File: src/rtl/core/mtw_pkg.sv
// Package for the MT19937 word generator: widths, tap positions, the
// twist and tempering constants, and the types shared by its modules.
// No dependencies.
package mtw_pkg;

   localparam int unsigned WORD_W      = 32;
   localparam int unsigned COUNT_W     = 7;
   localparam int unsigned STATE_DEPTH = 624;
   localparam int unsigned TAP_NEXT    = 1;
   localparam int unsigned TAP_FAR     = 397;
   localparam int unsigned POS_W       = $clog2(STATE_DEPTH + 1);
   localparam int unsigned MAX_BURST   = 64;
   localparam int unsigned CSR_ADDR_W  = 3;
   localparam int unsigned REG_IDX_W   = CSR_ADDR_W - 2;

   localparam logic [REG_IDX_W-1:0] REG_SEED = '0;

   localparam logic [WORD_W-1:0] SEED_RESET = 32'd5489;
   localparam logic [WORD_W-1:0] FILL_MULT  = 32'd1812433253;
   localparam logic [WORD_W-1:0] TW_MATRIX  = 32'h9908_b0df;
   localparam logic [WORD_W-1:0] TW_UPPER   = 32'h8000_0000;
   localparam logic [WORD_W-1:0] TW_LOWER   = 32'h7fff_ffff;
   localparam logic [WORD_W-1:0] TEMPER_B   = 32'h9d2c_5680;
   localparam logic [WORD_W-1:0] TEMPER_C   = 32'hefc6_0000;

   typedef enum logic [1:0] {
      ST_FILL,
      ST_IDLE,
      ST_BURST
   } seq_state_type;

   // Control from the sequencer to the row of state cells.
   typedef struct packed {
      logic             shift;
      logic             fill;
      logic [POS_W-1:0] fill_idx;
   } chain_ctl_type;

   // Status from the sequencer to the output stage.
   typedef struct packed {
      logic emit;
      logic rsp_valid;
      logic rsp_last;
   } seq_status_type;

   function automatic logic [WORD_W-1:0] twist_word(input logic [WORD_W-1:0] w_cur,
                                                    input logic [WORD_W-1:0] w_next,
                                                    input logic [WORD_W-1:0] w_far);
      logic [WORD_W-1:0] y;
      y = (w_cur & TW_UPPER) | (w_next & TW_LOWER);
      twist_word = w_far ^ (y >> 1) ^ (y[0] ? TW_MATRIX : '0);
   endfunction

   function automatic logic [WORD_W-1:0] temper(input logic [WORD_W-1:0] x);
      logic [WORD_W-1:0] y;
      y = x ^ (x >> 11);
      y = y ^ ((y << 7) & TEMPER_B);
      y = y ^ ((y << 15) & TEMPER_C);
      temper = y ^ (y >> 18);
   endfunction

endpackage

File: src/rtl/core/mtw_seq.sv
// Sequencer of the generator: seed fill, request acceptance, burst count
// and the result valid/last flags. Depends on mtw_pkg.
module mtw_seq (
   input  logic                       clock,
   input  logic                       reset,
   input  logic                       seed_write,
   input  logic                       req_valid,
   input  logic [mtw_pkg::COUNT_W-1:0] req_count,
   output logic                       req_ready,
   input  logic                       rsp_ready,
   output mtw_pkg::chain_ctl_type     ctl,
   output mtw_pkg::seq_status_type    status
);
   import mtw_pkg::*;

   seq_state_type      state_ff, state_in;
   logic [POS_W-1:0]   fill_idx_ff, fill_idx_in;
   logic [COUNT_W-1:0] remain_ff, remain_in;
   logic               out_valid_ff, out_valid_in;
   logic               out_last_ff, out_last_in;
   logic [COUNT_W-1:0] sat_count;
   logic               req_fire;
   logic               emit;

   // Requests above the burst limit are trimmed to it.
   assign sat_count = (req_count > COUNT_W'(MAX_BURST)) ? COUNT_W'(MAX_BURST) : req_count;
   assign req_fire  = (state_ff == ST_IDLE) && req_valid;
   assign emit      = (state_ff == ST_BURST) && (!out_valid_ff || rsp_ready);

   // Next state.
   always_comb begin
      state_in = state_ff;
      unique case (state_ff)
         ST_FILL: begin
            if (fill_idx_ff == POS_W'(STATE_DEPTH - 1)) state_in = ST_IDLE;
         end
         ST_IDLE: begin
            if (req_fire && (sat_count != '0)) state_in = ST_BURST;
         end
         ST_BURST: begin
            if (emit && (remain_ff == COUNT_W'(1))) state_in = ST_IDLE;
         end
         default: state_in = ST_FILL;
      endcase
      if (seed_write) state_in = ST_FILL;
   end

   // Outputs of the state machine.
   always_comb begin
      req_ready    = 1'b0;
      ctl.shift    = 1'b0;
      ctl.fill     = 1'b0;
      ctl.fill_idx = fill_idx_ff;
      unique case (state_ff)
         ST_FILL: begin
            ctl.shift = 1'b1;
            ctl.fill  = 1'b1;
         end
         ST_IDLE: begin
            req_ready = 1'b1;
         end
         ST_BURST: begin
            ctl.shift = emit;
         end
         default: begin
            req_ready = 1'b0;
         end
      endcase
   end

   always_comb begin
      fill_idx_in  = fill_idx_ff;
      remain_in    = remain_ff;
      out_valid_in = out_valid_ff;
      out_last_in  = out_last_ff;
      if (seed_write) begin
         fill_idx_in = '0;
      end else if (state_ff == ST_FILL) begin
         fill_idx_in = fill_idx_ff + POS_W'(1);
      end
      if (req_fire) begin
         remain_in = sat_count;
      end else if (emit) begin
         remain_in = remain_ff - COUNT_W'(1);
      end
      if (emit) begin
         out_valid_in = 1'b1;
         out_last_in  = (remain_ff == COUNT_W'(1));
      end else if (rsp_ready) begin
         out_valid_in = 1'b0;
      end
   end

   always_ff @(posedge clock) begin
      if (reset) begin
         state_ff     <= ST_FILL;
         fill_idx_ff  <= '0;
         remain_ff    <= '0;
         out_valid_ff <= 1'b0;
         out_last_ff  <= 1'b0;
      end else begin
         state_ff     <= state_in;
         fill_idx_ff  <= fill_idx_in;
         remain_ff    <= remain_in;
         out_valid_ff <= out_valid_in;
         out_last_ff  <= out_last_in;
      end
   end

   assign status.emit      = emit;
   assign status.rsp_valid = out_valid_ff;
   assign status.rsp_last  = out_last_ff;
endmodule

File: config.mk
export PLATFORM = sky130hd
export DESIGN_NAME = mtw_seq
export DESIGN_NICKNAME = d
export VERILOG_FILES = /design/src/rtl/core/mtw_pkg.sv /design/src/rtl/core/mtw_seq.sv
export SDC_FILE = /design/constraint.sdc
export NUM_CORES = 1
export LEC_CHECK = 0
export BUFFER_PORTS_ARGS = -buffer_cell sky130_fd_sc_hd__buf_4
export CAP_MARGIN = 10
export CELL_PAD_IN_SITES_DETAIL_PLACEMENT = 1
export CELL_PAD_IN_SITES_GLOBAL_PLACEMENT = 1
export CORE_MARGIN = 5
export CORE_UTILIZATION = 30
export CTS_CLUSTER_DIAMETER = 60
export DETAILED_ROUTE_END_ITERATION = 10
export PLACE_DENSITY = 0.65
export SLEW_MARGIN = 20
export SYNTH_ARGS = -nofsm -noshare
export SYNTH_HDL_FRONTEND = slang
export SYNTH_SLANG_ARGS = --single-unit
File: constraint.sdc
create_clock -name clock -period 2.2 [get_ports clock]
set_input_delay 0.33 -clock clock [delete_from_list [all_inputs] [get_ports clock]]
set_output_delay 0.33 -clock clock [all_outputs]
set_load 0.1 [all_outputs]
==> qor_table.md <==
| Metric | Value |
|---|---|
| Status | completed |
| Type of the worst setup path | reg -> out |
| Wire length of the first global-routing pass | 4940 um |
| Synth Area in Simple Gates | 0.305 |
| CTS tree | done |
| Cells along the critical path | and2b_4 -> nand2_4 -> inv_1 -> buf_4 |
| Clock Skew | 0.00467 ns |
| Largest area contributor in the netlist | dfxtp_1 |
| Post-synthesis sequential area ratio | 0.379 |
| Number of antenna violations at the first check in global routing | 0 |
| Residual DRC count | 0 |
| Area share of xor/xnor cells in the synthesized design | 0.0711 |
| Source of the worst register-to-register timing path | remain_ff[1]$_SDFFE_PP0P_ |
| Start point of the worst hold path | reset |
| Detail-routed net length per standard cell | 14.6 um |
| Area growth from synthesis to final layout | 25.6% |
| Sum of routed wire length over all layers | 2960 um |
| Overall die height | 70.8 um |
| Net switching power | 164 uW |
| Largest fanout on the critical path | 10 |
| Distinct cell type count after synthesis | 42 |
| Post-cts repair resize count | 0 |
| Total number of clock tree sinks | 21 |
| Clock network fraction of design power | 0.376 |
| Detailed placer's ending HPWL | 2310 um |
| Post-CTS setup buffer count | 0 |
| Ant diodes | 0 |
| Peak VDD IR | 0.000133 V |
| Hold Buf Count CTS | 0 |
| Internal | 530 uW |
| Root Driver | clkbuf_8 |
| Sequential cell fraction of total power | 0.554 |
| Initial standard-cell utilization of the core | 0.305 |
| Number of I/O pins | 28 |
| Final worst path period share | 0.847 |
| Synth warnings | 0 |
| Final non-filler cell area | 1390 um2 |
| Worst endpoint required time | 1.87 ns |
| Count of port buffers added during placement | 27 |
| Worst Hold Class | in -> reg |
| Top_reg_cell synth | dfxtp_1 |
| Share of layout cells above drive strength 1 | 0.277 |
| CTS H-tree lvls | 1 |
| Largest family of logic cells by synthesized area | simple AND/OR/NAND/NOR gates |
| PwrDens | 498 nW/um2 |
| GRT Total Usage | 0.123 |
| Critical Path Source Type | register |
| Fmax achieved | 0.537 GHz |
| Compound-cell area share of the yosys netlist | 0.146 |
| Remaining antenna violation count after routing | 0 |
| Count of state elements after synthesis | 21 |
| Initial DRT Pass Iterations | 4 |
| RSZ-0062 raised after global routing | no |
| Netlist area before placement | 1110 um2 |
| Number of nets at the end of the flow | 171 |
| EDFF count, synth | 0 |
| Placeable core area | 3630 um2 |
| Clock tree buffer depth | 2 |
| Worst relative slew slack | 0.629 |
| Number of violations reported at the end of detailed-routing iteration 0 | 31 |
| Area share of the largest cell type after synthesis | 0.379 |
| Setup violation total in the final timing report | 0 |
| Total clock buffers created by CTS | 3 |
| Path depth of the worst reg2reg path | 6 |
| Top area cells in the synthesized netlist | dfxtp_1 38%, a21oi_1 5.0%, nor2_1 4.7%, xnor2_1 4.0%, ha_1 3.4% |
| Highest cell delay on the worst timing path | 0.54 ns |
| Number of max-capacitance violations reported | 0 |
| Area post-placement | 1350 um2 |
| RR Endpoint | state_ff[1]$_SDFFE_PP0P_ |
| Mux cell area share after synthesis | 0.0102 |
| Proportion of synthesized flip-flops having asynchronous set or reset | 0 |
| Horizontal extent of the die | 70.8 um |
| Post-DR vias/cell | 5.17 |
| Leak Pwr | 0.000495 uW |
| Fraction of power spent switching nets | 0.236 |
| Worst path arrival time | 1.53 ns |
| Element type at the critical path end | output port |
| Net count after synthesis | 145 |
| Worst Hold Path Cells | 2 |
| Hold violation total from the final report | 0 |
| Die Outline Area | 5010 um2 |
| Total congestion overflow | 0 |
| Time the final worst path needs with I/O delays and setup | 1.86 ns |
| Sink of the worst hold path | out_last_ff$_SDFFE_PP0P_ |
| Actual slew at the worst max-slew pin | 0.549 ns |
| Post-synthesis area per instance | 8.53 um2 |
| Worst path slowest cell | dfxtp_1 |
| Clock latency at the later pin of the worst-skew pair | 0.26 ns |
| Cells after Synth | 130 |
| Maximum number of pins on one net before global-route repair | 13 |
| Final Max Tran Viols | 0 |
| Std cell rows | 22 |
| Vias in the first global route | 1048 |
| Register-to-register path setup slack | 0.52 ns |
| Setup_tns | 0 ns |
| Area share of fa/ha/maj cells after synthesis | 0.0339 |
| Logic pwr share | 0.070 |
| CTS clock-pin slew for the worst setup and hold paths | 0.08 ns |
| Gp weighted congestion | 0.909 |
| Total via count after detailed routing | 1049 |
[cell families (layout without fill, tap and decap cells)]
kind of cell             count (synthesis)  after routing
AND/OR/NAND/NOR                         57             57
XOR/XNOR                                 9              9
adder cells (fa/ha/maj)                  3              3
flip-flops                              21             21
AO/OA/AOI/OAI                           26             26
multiplexers                             1              1
buffers and inverters                   13             38
[flip-flops by register name, summed over array words and instances, names as in the netlist]
signal and count:
remain_ff 7, state_ff 2, out_last_ff 1, fill_idx_ff 10
out_valid_ff 1
[worst max path at each step]
stage / from / end / slack [ns] / cells past startpoint
detailed placement: req_count[3] / state_ff[0]$_SDFFE_PP0P_ / 0.56 / 5
global route: state_ff[1]$_SDFFE_PP0P_ / status[2] / 0.23 / 4
CTS: state_ff[1]$_SDFFE_PP0P_ / status[2] / 0.33 / 4
floorplan: fill_idx_ff[2]$_SDFFE_PP0P_ / fill_idx_ff[9]$_SDFFE_PP0P_ / 0.18 / 4
finish: state_ff[1]$_SDFFE_PP0P_ / status[2] / 0.34 / 4
global placement: remain_ff[1]$_SDFFE_PP0P_ / state_ff[1]$_SDFFE_PP0P_ / 0.58 / 6
[through the flow]
step | setup slack (ns) | hold slack (ns) | cells | power (uW) | utilization
2_1_floorplan | 0.177 | 0.437 | 130 | 418 | -
3_3_place_gp | 0.582 | 0.450 | 199 | 442 | 0.371
3_5_place_dp | 0.564 | 0.451 | 199 | 443 | 0.371
4_1_cts | 0.331 | 0.306 | 203 | 705 | 0.383
5_1_grt | 0.232 | 0.320 | 203 | 723 | 0.383
6_report | 0.337 | 0.301 | 203 | 694 | 0.383
[cell usage after synthesis (2+ instances only)]
master / instances
inv_1: 7
o311ai_0: 2
clkbuf_1: 2
dfxtp_1: 21
a21oi_1: 11
nor3_1: 7
xor2_1: 4
nand2_1: 6
a31oi_1: 3
ha_1: 3
nor2_1: 14
or4_1: 3
o21ai_0: 3
nor4b_1: 2
buf_4: 3
nor2b_1: 2
nand3_1: 5
nand4_1: 4
xnor2_1: 5
[worst max-delay path, delay by kind of cell, from the launching register on]
kind / cells / cell delay, ns
DFF: 1 / 0.54
and+or+nand+nor: 2 / 0.33
buffers and inverters: 2 / 0.40
[layer usage]
metal | up-vias | track usage | wire length (um)
met1 | 505 | 0.164 | 1450
met4 | 0 | 0.0647 | 59
li1 | 519 | - | -
met3 | 6 | 0.0227 | 111
met5 | - | 0 | 0
met2 | 19 | 0.187 | 1340
[power groups by stage]
stage,Combinational (uW),Clock (uW),Sequential (uW)
global route,53.2,285,385
floorplan,11.8,0,406
detailed placement,49.1,0,393
global placement,48.7,0,393
finish,48.6,261,384
CTS,49.3,271,384
[placed cells by master (no fill, tap or decap), types with 4 or more instances in the layout]
cell,netlist,routed
inv_1,7,7
xor2_1,4,4
nand4_1,4,4
nand2_1,6,6
nor3_1,7,7
xnor2_1,5,5
dfxtp_1,21,19
buf_4,3,27
a21oi_1,11,10
nand3_1,5,5
nor2_1,14,13
[final cells by class]
type	instances	area (um2)
tap	48	60.1
timing repair buffer	27	203
inverter	7	26.3
sequential	21	423
clock buffer	4	45.0
multi-input combinational	96	636
fill	459	2240
Power figures use the tool's default switching activity.
